[src/rtl/mpd_ram.sv]
// Generic simple dual-port RAM with registered read.
`default_nettype none
module mpd_ram #(
  parameter int WIDTH = 32,
  parameter int DEPTH = 16,
  localparam int AW = (DEPTH > 1) ? $clog2(DEPTH) : 1
) (
  input  wire logic                   clk,
  input  wire logic                   we,
  input  wire logic [AW-1:0]          waddr,
  input  wire logic [WIDTH-1:0]       wdata,
  input  wire logic [AW-1:0]          raddr,
  output logic      [WIDTH-1:0]       rdata
);

  logic [WIDTH-1:0] mem [DEPTH];

  // write port and registered read port
  always_ff @(posedge clk) begin
    if (we) begin
      mem[waddr] <= wdata;
    end
    rdata <= mem[raddr];
  end

endmodule
`default_nettype wire

[config.mk]
export PLATFORM = sky130hd
export DESIGN_NAME = mpd_ram
export DESIGN_NICKNAME = d
export VERILOG_FILES = /design/src/rtl/mpd_ram.sv
export SDC_FILE = /design/constraint.sdc
export NUM_CORES = 1
export LEC_CHECK = 0
export ABC_AREA = 1
export BUFFER_PORTS_ARGS = -buffer_cell sky130_fd_sc_hd__buf_4
export CAP_MARGIN = 20
export CORE_ASPECT_RATIO = 0.75
export CORE_MARGIN = 4
export CORE_UTILIZATION = 35
export CTS_CLUSTER_SIZE = 10
export DETAILED_ROUTE_END_ITERATION = 10
export PLACE_DENSITY_LB_ADDON = 0.25
export SETUP_SLACK_MARGIN = 0.2
export SLEW_MARGIN = 10
export SYNTH_ARGS = -nofsm -noshare
export SYNTH_HDL_FRONTEND = slang
export SYNTH_SLANG_ARGS = --single-unit
[constraint.sdc]
create_clock -name clk -period 2.29 [get_ports clk]
set_input_delay 0.458 -clock clk [delete_from_list [all_inputs] [get_ports clk]]
set_output_delay 0.458 -clock clk [all_outputs]
set_load 0.005 [all_outputs]
==> metrics.yaml <==
status:
  status: "finished, final reports clean"
sta:
  worst_pin_slew_ps: 1010
  post-route-period-util: 0.719
  skew_ps: 9.69
  setup_viol: 0
  slew_headroom: 0.329
  period_minus_slack_ps: 1650
  fmax_mhz: 607
  hold_viol_final: 0
  slew_viol_final: 0
  rsz0062_at_grt: "false"
  hold_slack_ps: 146
power_and_ir_drop:
  p_leak_nw: 11.0
  totalPowerFinal_mw: 21.2
  ir_drop_mv: 0.604
  powerDensity_mw_per_mm2: 808
detailed_routing:
  drt_first_pass_iters: 5
  drt_iter0_drc: 1026
  wl_per_cell_um: 17.4
  num_vias: 14364
  routed_wl_um: 54000
  drc: 0
  vias_per_cell: 4.63
  postRouteAntennaNets: 0
critical_path:
  regToRegSetupSlack_ps: 1240
  crit_fanout: 1
  rr_startpoint: "mem[1][15]$_DFFE_PP_"
  crit_path_end_kind: "output pin"
  timing.rr.end: "rdata[15]$_DFF_P_"
  crit_type: "register to output pin"
  critical_path.cell_chain: "buf_4"
  critPathBufInv: 1
  crit_arrival_ps: 1190
  cp_slowest_stage_delay_ps: 430
  required_ps: 1830
  cp-start-kind: "register"
  critPathTopFamily: "flip-flops"
  slowest_stage: "dfxtp_1"
  reg2reg_depth: 6
clock_network:
  ctsHoldBuffers: 0
  clkTransAtPathRegs_ps: 60
  cts-root-buf: "clkbuf_16"
  postCtsSetupBuffers: 0
  insertion_delay_ps: 610
  cts_max_path_buffers: 3
  cts_made_buffers: 60
  cts_tree: "done"
  clock_sinks: 544
  h-tree-depth: 2
  post_cts_resized: 0
floorplanning:
  die_h_um: 229
  core_mm2: 0.0640
  rows: 80
  initial_utilization: 0.355
  die_w_um: 302
  dieArea_mm2: 0.0691
  io_pins: 74
layout:
  regArea_mm2: 0.0160
  diodes: 0
  syn2layout_area_growth_pct: 15.3
  drive_above_1_share: 0.0901
  final.fill_count: 6047
  fin_util: 0.410
  multi_input_area_mm2: 0.00467
  nets: 2240
global_route:
  grtUsageMet1: 0.237
  grtUsageTotal: 0.158
  grt-ovfl-total: 0
  grt-busiest-layer: "met2"
  met3_usage: 0.0250
  antenna_found_initial: 0
  grt_pass1_wl_um: 84600
  grt_max_degree: 77
  gr-usage-met2: 0.241
  grt_pass1_vias: 14145
synth:
  syn_inst: 2120
  ys_ff_latch: 544
  yosysSeqAreaShare: 0.705
  synth_area_mm2: 0.0227
  ys_types: 15
  syn_nets: 2162
  synth_warnings: 0
  syn_avg_cell_area_um2: 10.7
hold_path:
  hold_depth: 1
  hp-start: "wdata[8]"
  hold_path_class: "primary input to register"
  hold_end: "mem[12][8]$_DFFE_PP_"
placed_design:
  gp_congestion: 0.733
  numPortBuffers: 73
  dp_hpwl_um: 30300
flow_run:
  cap_violations: 0
[layer usage]
layer / up-vias / share of wire
li1: 6999 / -
met1: 6969 / 0.49
met5: - / 0
met4: 0 / 0.017
met3: 74 / 0.051
met2: 322 / 0.44
[logic make-up (layout without fill, tap and decap cells)]
logic type | after synthesis | after routing | synth area share
buffers and inverters | 495 | 618 | 0.0954
DFF | 544 | 544 | 0.705
and+or+nand+nor | 1081 | 1081 | 0.200
[state kept, by name, summed over array words and instances, names as in the netlist]
| name | flops |
|---|---|
| rdata | 32 |
| mem | 512 |
[metrics by stage]
step | std cells | setup WS, ps | area [µm²] | setup TNS (ps)
2_1_floorplan | 2120 | -161 | 22700 | -51310
3_3_place_gp | 2997 | 415 | 24500 | 0
3_5_place_dp | 2997 | 399 | 24500 | 0
4_1_cts | 3104 | 620 | 26200 | 0
5_1_grt | 3104 | 606 | 26200 | 0
6_report | 3104 | 643 | 26200 | 0
[cell type report]
class,count,share of cell area
clock buffer,107,0.0648
inverter,390,0.0561
multi-input combinational,1081,0.178
sequential,544,0.611
tap,861,0.0411
timing repair buffer,121,0.0487
[worst register-to-register path: cells and delay by family, from the launching register on]
family                 cells  cell delay, ps
flip-flops                 1             360
buffers and inverters      1              60
AND/OR/NAND/NOR            5             530
[where the power goes]
part           internal [mW]  switching (mW)  leakage [nW]  total (mW)
registers               11.1          0.0702          4.90        11.2
clock network           4.93            3.68         0.806        8.61
logic                  0.454           0.919          5.27        1.37
total                   16.5            4.67          11.0        21.2
[placed cells by master (no fill, tap or decap)]
cell       count
inv_1        386
buf_12        29
clkbuf_1      46
nand2_1      677
clkbuf_8       1
nand3b_1       2
inv_4          1
nor2_1         1
clkbuf_16     61
dfxtp_1       32
inv_2          2
edfxtp_1     512
buf_4         91
nor2_4        16
nand3_1      385
inv_6          1
[cells in the mapped netlist, drive strengths merged]
cell type    n  share of area
nand3      385          0.085
nand3b       2        0.00066
buf         91          0.029
inv        390          0.065
dfxtp       32          0.028
clkbuf      14         0.0023
nor2        17         0.0028
edfxtp     512           0.68
nand2      677           0.11
[worst max path at each step]
stage	slack (ps)	from	to	cells past startpoint
after floorplan	-160	waddr[2]	mem[10][0]$_DFFE_PP_	2
after global placement	410	waddr[3]	mem[7][1]$_DFFE_PP_	4
after detailed placement	400	waddr[3]	mem[7][0]$_DFFE_PP_	4
after CTS	620	rdata[15]$_DFF_P_	rdata[15]	1
after global routing	610	rdata[15]$_DFF_P_	rdata[15]	1
final	640	rdata[15]$_DFF_P_	rdata[15]	1
No activity file was read; power rests on OpenSTA's default activity.
