==> config.mk <==
export PLATFORM = sky130hd
export DESIGN_NAME = mpd_isqrt
export DESIGN_NICKNAME = d
export VERILOG_FILES = /design/src/rtl/mpd_pkg.sv /design/src/rtl/mpd_isqrt.sv
export SDC_FILE = /design/constraint.sdc
export NUM_CORES = 1
export LEC_CHECK = 0
export ABC_AREA = 1
export BUFFER_PORTS_ARGS = -buffer_cell sky130_fd_sc_hd__clkbuf_2
export CAP_MARGIN = 10
export CORE_MARGIN = 10
export CORE_UTILIZATION = 45
export CTS_CLUSTER_DIAMETER = 100
export CTS_CLUSTER_SIZE = 28
export DETAILED_ROUTE_END_ITERATION = 7
export GPL_TIMING_DRIVEN = 0
export RECOVER_POWER = 100
export SKIP_LAST_GASP = 1
export SYNTH_ARGS = -nofsm -noshare
export SYNTH_HDL_FRONTEND = slang
export SYNTH_SLANG_ARGS = --single-unit
==> constraint.sdc <==
create_clock -name clk -period 6.1 [get_ports clk]
set_input_delay 0.305 -clock clk [delete_from_list [all_inputs] [get_ports clk]]
set_output_delay 0.305 -clock clk [all_outputs]
set_load 0.01 [all_outputs]
==> src/rtl/mpd_pkg.sv <==
// Shared types and constants for the Mahalanobis pair distance unit.
`default_nettype none
package mpd_pkg;

  localparam int DEF_ROWS = 1024;
  localparam int DEF_VARS = 16;

  localparam int CMD_W  = 2;
  localparam int ROW_W  = 10;
  localparam int VAR_W  = 4;
  localparam int DATA_W = 32;
  localparam int DIST_W = 32;
  localparam int CFG_W  = 5;
  localparam int DIFF_W = DATA_W + 1;
  localparam int PROD_W = 2 * DIFF_W;
  localparam int FRAC_SHIFT = 24;
  localparam int SQ_IN_W = 64;
  localparam int SQ_STEPS = 32;

  localparam logic [CFG_W-1:0] VIU_RESET = CFG_W'(16);

  localparam logic [CMD_W-1:0] CMD_WEIGHT = 2'd0;
  localparam logic [CMD_W-1:0] CMD_DATA   = 2'd1;
  localparam logic [CMD_W-1:0] CMD_QUERY  = 2'd2;

  typedef enum logic [3:0] {
    ST_IDLE,
    ST_RMOD,
    ST_DLOAD,
    ST_MAC_ISSUE,
    ST_MAC_DRAIN,
    ST_TERM_LO,
    ST_TERM_HI,
    ST_TERM_ADD,
    ST_RESULT,
    ST_SQRT
  } state_t;

endpackage
`default_nettype wire

==> src/rtl/mpd_isqrt.sv <==
// Iterative integer square root, one result bit per cycle.
`default_nettype none
module mpd_isqrt
  import mpd_pkg::*;
(
  input  wire logic               clk,
  input  wire logic               rst,
  input  wire logic               start,
  input  wire logic [SQ_IN_W-1:0] x,
  output logic                    done,
  output logic [DIST_W-1:0]       root
);
  localparam int CNT_W = $clog2(SQ_STEPS);

  logic [SQ_IN_W-1:0] rem;
  logic [SQ_IN_W-1:0] res;
  logic [SQ_IN_W-1:0] bitv;
  logic [SQ_IN_W-1:0] trial;
  logic [CNT_W-1:0]   cnt;
  logic               running;

  assign trial = res + bitv;
  assign root  = res[DIST_W-1:0];

  // control: run for a fixed number of steps, pulse done at the end
  always_ff @(posedge clk) begin
    if (rst) begin
      running <= 1'b0;
      done    <= 1'b0;
      cnt     <= '0;
    end else begin
      done <= 1'b0;
      if (start) begin
        running <= 1'b1;
        cnt     <= '0;
      end else if (running) begin
        cnt <= cnt + CNT_W'(1);
        if (cnt == CNT_W'(SQ_STEPS - 1)) begin
          running <= 1'b0;
          done    <= 1'b1;
        end
      end
    end
  end

  // datapath: one restoring step per cycle
  always_ff @(posedge clk) begin
    if (start) begin
      rem  <= x;
      res  <= '0;
      bitv <= SQ_IN_W'(1) << (SQ_IN_W - 2);
    end else if (running) begin
      if (rem >= trial) begin
        rem <= rem - trial;
        res <= (res >> 1) + bitv;
      end else begin
        res <= res >> 1;
      end
      bitv <= bitv >> 2;
    end
  end

endmodule
`default_nettype wire

==> results of run 1 <==
==> metrics by stage <==
stage	cell area [µm²]	hold slack, ns	power [µW]	TNS, ns	cells
finish	22210	0.06875	10200	0	4345
CTS	22330	0.04845	10140	0	4345
floorplan	20470	0.3741	6857	0	3612
detailed placement	21750	0.4819	9001	0	4312
global route	22210	0.09328	11010	0	4345
global placement	21720	0.4531	8931	-81.98	4311
==> synthesized netlist by cell type, drive strengths merged, types with 48 or more instances <==
master	count	area share (%)
nor2	454	8.5
nand2	1212	23
dfxtp	103	10
inv	511	9.4
xor2	49	2.1
xnor2	48	2.1
a21oi	222	5.6
edfxtp	64	9.4
nor3	49	1.2
o21ai	181	4.5
buf	76	2.6
nand3	298	7.3
ha	132	8.1
==> cells in the final DEF, fill, tap and decap left out, drive strengths merged, types with 2 or more instances in the layout <==
cell type  synthesis  layout
buf               76      36
and3               2       2
a21oi            222     222
o21a               5       5
ha               132     132
inv              511     517
clkbuf            43     203
nand3            298     298
nand2           1212    1212
edfxtp            64      64
xor2              49      49
o21ai            181     181
clkinv             1       5
a31oi             15      15
a21boi             2       2
nor4               5       5
xnor2             48      48
o211ai             7       7
a21o              13      13
dfxtp            103     103
and2               6       6
a211oi             6       6
clkinvlp           0       2
nor2             454     454
o21bai            25      25
nand3b            28      28
or2               15      15
nand4             32      32
nor3              49      49
==> cells by family (layout without fill, tap and decap cells) <==
kind of cell,after synthesis,after routing,share of synthesized area [%]
buf+inv,631,764,12.82
compound gates,481,481,12.92
simple gates,2103,2103,42.48
xor+xnor,97,97,4.150
flops,167,167,19.46
fa+ha+maj,133,133,8.166
==> per-layer routing <==
layer	vias to the layer above	track usage [%]	wire, µm
li1	11750	-	-
met5	-	0	13
met1	10950	38.30	36050
met3	233	3.567	5678
met4	2	21.32	6104
met2	992	55.73	42440
==> final cells by class <==
type	instances	area [µm²]	share of cell area, %
repair buffers	101	530.5	2.389
multi-input cells	2814	13830	62.26
well taps	600	750.7	3.381
clock inverters	12	108.9	0.4902
plain buffers	119	626.9	2.823
flip-flops and latches	167	3984	17.94
clock buffers	20	457.9	2.062
inverters	512	1922	8.654
==> final timing paths <==
check	startpoint	slack, ns	to	depth (start not counted)
worst min-delay path	x[13]	0.07	rem[13]	3
worst max register to register	res[4]	0.34	rem[2]	23
worst max-delay path	res[4]	0.34	rem[2]	23
worst min register to register	cnt[4]	0.49	cnt[4]	2
==> worst register-to-register path, stage by stage (launching register included) <==
cell     delay (ns)
dfxtp_1        0.42
ha_1           0.40
nand2_1        0.11
o21ai_0        0.26
nor2_1         0.15
o21ai_0        0.32
nand2_1        0.11
nand2_1        0.28
nand3_1        0.12
nand2_1        0.23
nand2_1        0.15
nand3_1        0.10
nand2_1        0.09
ha_1           0.37
inv_1          0.11
nor3_1         0.35
nand2_1        0.23
nor3_2         0.34
nand2_2        0.19
nand2_4        0.10
nand2_2        0.14
buf_2          0.27
nand2_4        0.23
buf_16         0.31
==> sequential cells by signal (all words and copies together) (netlist names) <==
register,cells
done,1
res,64
cnt,5
rem,64
bitv,32
running,1
==> power groups by stage <==
| stage | combinational [µW] | sequential [µW] | clock [µW] |
|---|---|---|---|
| 6_report | 7110 | 1970 | 1120 |
| 5_1_grt | 7850 | 2000 | 1160 |
| 4_1_cts | 7070 | 1950 | 1120 |
| 3_5_place_dp | 7020 | 1980 | 0 |
| 3_3_place_gp | 6950 | 1980 | 0 |
| 2_1_floorplan | 5040 | 1820 | 0 |
==> repair_timing <==
| action | 4_1_cts | 5_1_grt |
|---|---|---|
| hold endpoints to repair | 1 | 0 |
| resized for setup | 0 | 0 |
| hold buffers | 1 | 0 |
==> flow_metrics.py, run 1 <==
metrics = {
    "placement": {
        "routabilityCongestion": 1.058,
        "portBuffers": 99,
        "place_hpwl_mm": 76.12,
        "pre_cts_ws_ns": 0.5876,
    },
    "drt": {
        "drc": 0,
        "wl_per_cell_um": 20.78,
        "drt_iter0_drc": 2360,
        "via_per_inst": 5.507,
        "drtAntennaViolNets": 0,
        "vias": 23930,
        "first_pass_iters": 8,
        "wl_mm": 90.28,
    },
    "synthesis": {
        "synth-seq-area-share_pct": 19.46,
        "async_flop_share_pct": 0,
        "ys.flop_type": "dfxtp_1",
        "yosys_warnings": 0,
        "synth-seq-cells": 167,
        "synth.distinct_cells": 50,
        "synth-edff-count": 64,
        "synth_nets": 3812,
        "avgSynthCellArea_um2": 5.667,
        "syn-cell-area_um2": 20470,
        "synth_cells": 3612,
    },
    "layout": {
        "drive_gt1_share_pct": 6.542,
        "fill_cells": 5027,
        "area_growth_syn_to_layout_pct": 8.477,
        "fin_util_pct": 49.14,
        "nets": 3932,
        "antenna_cells": 0,
    },
    "pwr": {
        "clockPowerShare_pct": 11.0,
        "p_switching_uw": 5692,
        "swShare_pct": 55.83,
        "internal_power_uw": 4503,
        "p_leak_uw": 0.01019,
        "p_per_area_nw_per_um2": 459.1,
        "p_comb_share_pct": 69.7,
        "seq_power_share_pct": 19.3,
        "ir_worst_vdd_v": 0.0002481,
    },
    "global_routing": {
        "grt_pass1_wl_mm": 133.4,
        "antenna_found_initial": 1,
        "grt_usage_pct": 32.65,
        "grt_pass1_vias": 23160,
        "grt_overflow": 0,
        "grt_max_degree": 52,
    },
    "sta": {
        "worst_slew_pin_slew_ns": 1.269,
        "worst_slack_ns": 0.3434,
        "drv_slew": 0,
        "hold_viol_final": 0,
        "fin_crit_ns": 5.757,
        "fin_skew_ns": 0.01901,
        "setup_viol": 0,
        "relSlewSlack_pct": 15.42,
        "rsz0062_at_grt": "no",
        "finalCritPeriodShare_pct": 94.37,
        "max_freq_mhz": 173.7,
    },
    "job": {
        "drv_cap": 0,
    },
    "setup_path": {
        "critPathSlowestCell": "dfxtp_1",
        "startpoint_type": "flip-flop",
        "critical-path-top-delay-family": "simple AND/OR/NAND/NOR gates",
        "required_ns": 6.26,
        "cp_max_fo": 51,
        "end_kind": "flip-flop",
        "cp_num_buf_inv": 3,
        "cp_cell_sequence": "ha_1, nand2_1, o21ai_0, nor2_1, o21ai_0, nand2_1, nand2_1, nand3_1, nand2_1, nand2_1, nand3_1, nand2_1, ha_1, inv_1, nor3_1, nand2_1, nor3_2, nand2_2, nand2_4, nand2_2, buf_2, nand2_4, buf_16",
        "arrival_ns": 5.92,
        "crit_top_cell": "nand2_1",
        "cpPeakStageDelay_ns": 0.42,
        "path_class": "flip-flop to flip-flop",
    },
    "clocking": {
        "cts_tree": "done",
        "root_buffer": "clkbuf_16",
        "htreeDepth": 4,
        "cts.reportedPaths.clkPinSlew_ns": 0.08,
        "clock-sinks": 167,
        "cts_made_buffers": 17,
        "clock_path_buffers": 2,
        "clk-insertion-delay-late_ns": 0.50,
        "post_cts_buffers": 0,
    },
    "die": {
        "die_w_um": 233.3,
        "num_rows": 78,
        "coreArea_um2": 45190,
        "pin_count": 100,
        "die_area_um2": 54420,
        "start_util_pct": 45.30,
        "die_h_um": 233.3,
    },
    "min_path": {
        "hold_class": "input pin to flip-flop",
    },
    "run_status": {
        "status": "completed",
    },
}
(Power assumes the default switching activity.)
==> run 2, diff against run 1 <==
--- a/config.mk
+++ b/config.mk
@@ -10,6 +10,7 @@
 export CAP_MARGIN = 10
 export CORE_MARGIN = 10
 export CORE_UTILIZATION = 45
+export CTS_BUF_LIST = sky130_fd_sc_hd__clkbuf_8
 export CTS_CLUSTER_DIAMETER = 100
 export CTS_CLUSTER_SIZE = 28
 export DETAILED_ROUTE_END_ITERATION = 7
==> constraint.sdc (replaced) <==
create_clock -name clk -period 6.2 [get_ports clk]
set_input_delay 0.31 -clock clk [delete_from_list [all_inputs] [get_ports clk]]
set_output_delay 0.31 -clock clk [all_outputs]
set_load 0.01 [all_outputs]
==> flow_metrics.py, run 2 (synthesis results as in run 1) <==
metrics = {
    "run_status": {
        "status": "completed",
    },
    "sta": {
        "max_freq_mhz": 170.6,
        "finalCritPeriodShare_pct": 94.52,
        "worst_slack_ns": 0.3397,
        "hold_viol_final": 0,
        "rsz0062_at_grt": "no",
        "fin_crit_ns": 5.860,
        "setup_viol": 0,
        "drv_slew": 0,
        "setup-tns-final_ns": 0,
        "relSlewSlack_pct": 16.22,
        "worst_slew_pin_slew_ns": 1.257,
        "fin_skew_ns": 0.02680,
    },
    "layout": {
        "nets": 3959,
        "drive_gt1_share_pct": 6.389,
        "reg_top3": "rem (64), res (64), bitv (32)",
        "fin_util_pct": 49.32,
        "fill_cells": 5030,
        "final_common_cell": "nand2_1",
        "antenna_cells": 0,
        "final_cell_mix": "1194 x nand2_1, 511 x inv_1, 444 x nor2_1",
        "area_growth_syn_to_layout_pct": 8.869,
    },
    "clocking": {
        "cts.reportedPaths.clkPinSlew_ns": 0.12,
        "cts_made_buffers": 17,
        "clk-insertion-delay-late_ns": 0.58,
        "post_cts_buffers": 0,
        "post_cts_resized": 0,
        "htreeDepth": 4,
        "root_buffer": "clkbuf_8",
        "cts_tree": "done",
        "clock-sinks": 167,
        "clock_path_buffers": 2,
    },
    "die": {
        "die_h_um": 233.3,
        "die_w_um": 233.3,
        "coreArea_um2": 45190,
        "num_rows": 78,
        "start_util_pct": 45.30,
        "pin_count": 100,
        "die_area_um2": 54420,
    },
    "drt": {
        "first_pass_iters": 6,
        "drtAntennaViolNets": 0,
        "drt_iter0_drc": 2386,
        "wl_per_cell_um": 20.70,
        "vias": 24200,
        "drc": 0,
        "wl_mm": 90.52,
        "via_per_inst": 5.535,
    },
    "global_routing": {
        "grt_max_degree": 52,
        "grt_use_met1_pct": 38.15,
        "grt_usage_pct": 32.65,
        "grt_pass1_wl_mm": 133.5,
        "top_usage_layer": "met2",
        "grt_overflow": 0,
        "met2_usage_pct": 55.74,
        "grtUsageMet3_pct": 3.725,
        "antenna_found_initial": 0,
        "grt_pass1_vias": 23270,
    },
    "placement": {
        "portBuffers": 99,
        "routabilityCongestion": 1.058,
        "place_hpwl_mm": 76.12,
        "pre_cts_ws_ns": 0.6876,
    },
    "min_path": {
        "hold_class": "input pin to flip-flop",
        "whs_path_depth": 3,
    },
    "setup_path": {
        "path_class": "flip-flop to flip-flop",
        "arrival_ns": 6.36,
        "cp_max_fo": 10,
        "startpoint_type": "flip-flop",
        "required_ns": 6.70,
        "end_kind": "flip-flop",
        "ff2ff_path_depth": 26,
    },
    "job": {
        "drv_cap": 0,
    },
    "pwr": {
        "p_leak_uw": 0.01022,
        "ir_worst_vdd_v": 0.0002624,
        "p_per_area_nw_per_um2": 439.1,
    },
}
run 2: cell types whose count changed in the layout (fill, tap and decap cells not counted), moves of 2 or more:
| cell | change |
|---|---|
| dlygate4sd3_1 | +27 |
| buf_6 | -2 |
| clkbuf_16 | -18 |
| inv_1 | +2 |
| clkbuf_8 | +17 |
| clkbuf_2 | -3 |
run 2: timing repair:
item | in CTS | in global routing
hold endpoints to repair | 28 | 0
hold buffers | 28 | 0
setup endpoints to repair | 0 | 0
run 2: through the flow:
| step | cells | hold WS [ns] | power (µW) | instance area (µm²) |
|---|---|---|---|---|
| final | 4372 | 0.03320 | 9787 | 22290 |
| after global routing | 4372 | 0.03635 | 10580 | 22290 |
| after CTS | 4372 | 0.002825 | 9733 | 22410 |
| after detailed placement | 4312 | 0.4819 | 8856 | 21750 |
| after global placement | 4311 | 0.4531 | 8787 | 21720 |
| after floorplan | 3612 | 0.3791 | 6746 | 20470 |
run 2: worst max-delay path, stage by stage (launching register included):
cell and delay, ns:
dfxtp_1 0.39, ha_1 0.38, nand2_1 0.12, o21ai_0 0.39, nand2_1 0.12, o21ai_0 0.48, inv_1 0.07, o21ai_0 0.23
inv_1 0.08, nand3_1 0.23, a21oi_1 0.12, xor2_1 0.16, ha_1 0.40, nand2_1 0.12, nor2_1 0.18, inv_1 0.10
nor2_2 0.15, nand2_1 0.10, nor3_2 0.20, nand2_1 0.24, nand2_4 0.14, buf_12 0.13, clkbuf_1 0.67, nand2_2 0.18
nand2_1 0.11, nand2_1 0.13, a21oi_2 0.14
run 2: area by class of cell:
type,instances,area (µm²),area share [%]
Multi-Input combinational cell,2814,13820,62.03
Sequential cell,167,3984,17.88
Inverter,512,1922,8.623
Timing Repair Buffer,128,800.8,3.593
Tap cell,600,750.7,3.369
Buffer,119,625.6,2.807
Clock buffer,17,234.0,1.050
Clock inverter,15,146.4,0.6569
run 2: report_power, final:
part           leakage [µW]  total [µW]  switching [µW]  internal, µW
Combinational       0.00854        7010            4700          2310
Clock              0.000195         843             517           326
Sequential          0.00148        1930             351          1580
Total                0.0102        9790            5570          4220
run 2: path summary, 6_finish.rpt:
path | start | to | slack (ns)
max | res[30] | res[47] | 0.34
min | x[42] | rem[42] | 0.03
max reg2reg | res[30] | res[47] | 0.34
min reg2reg | cnt[4] | cnt[4] | 0.50
run 2: layer usage:
| metal | up-vias | share of wire, % |
|---|---|---|
| met5 | - | 0 |
| met4 | 0 | 6.8 |
| met3 | 230 | 6.7 |
| met2 | 1052 | 47 |
| met1 | 11130 | 39 |
| li1 | 11790 | - |
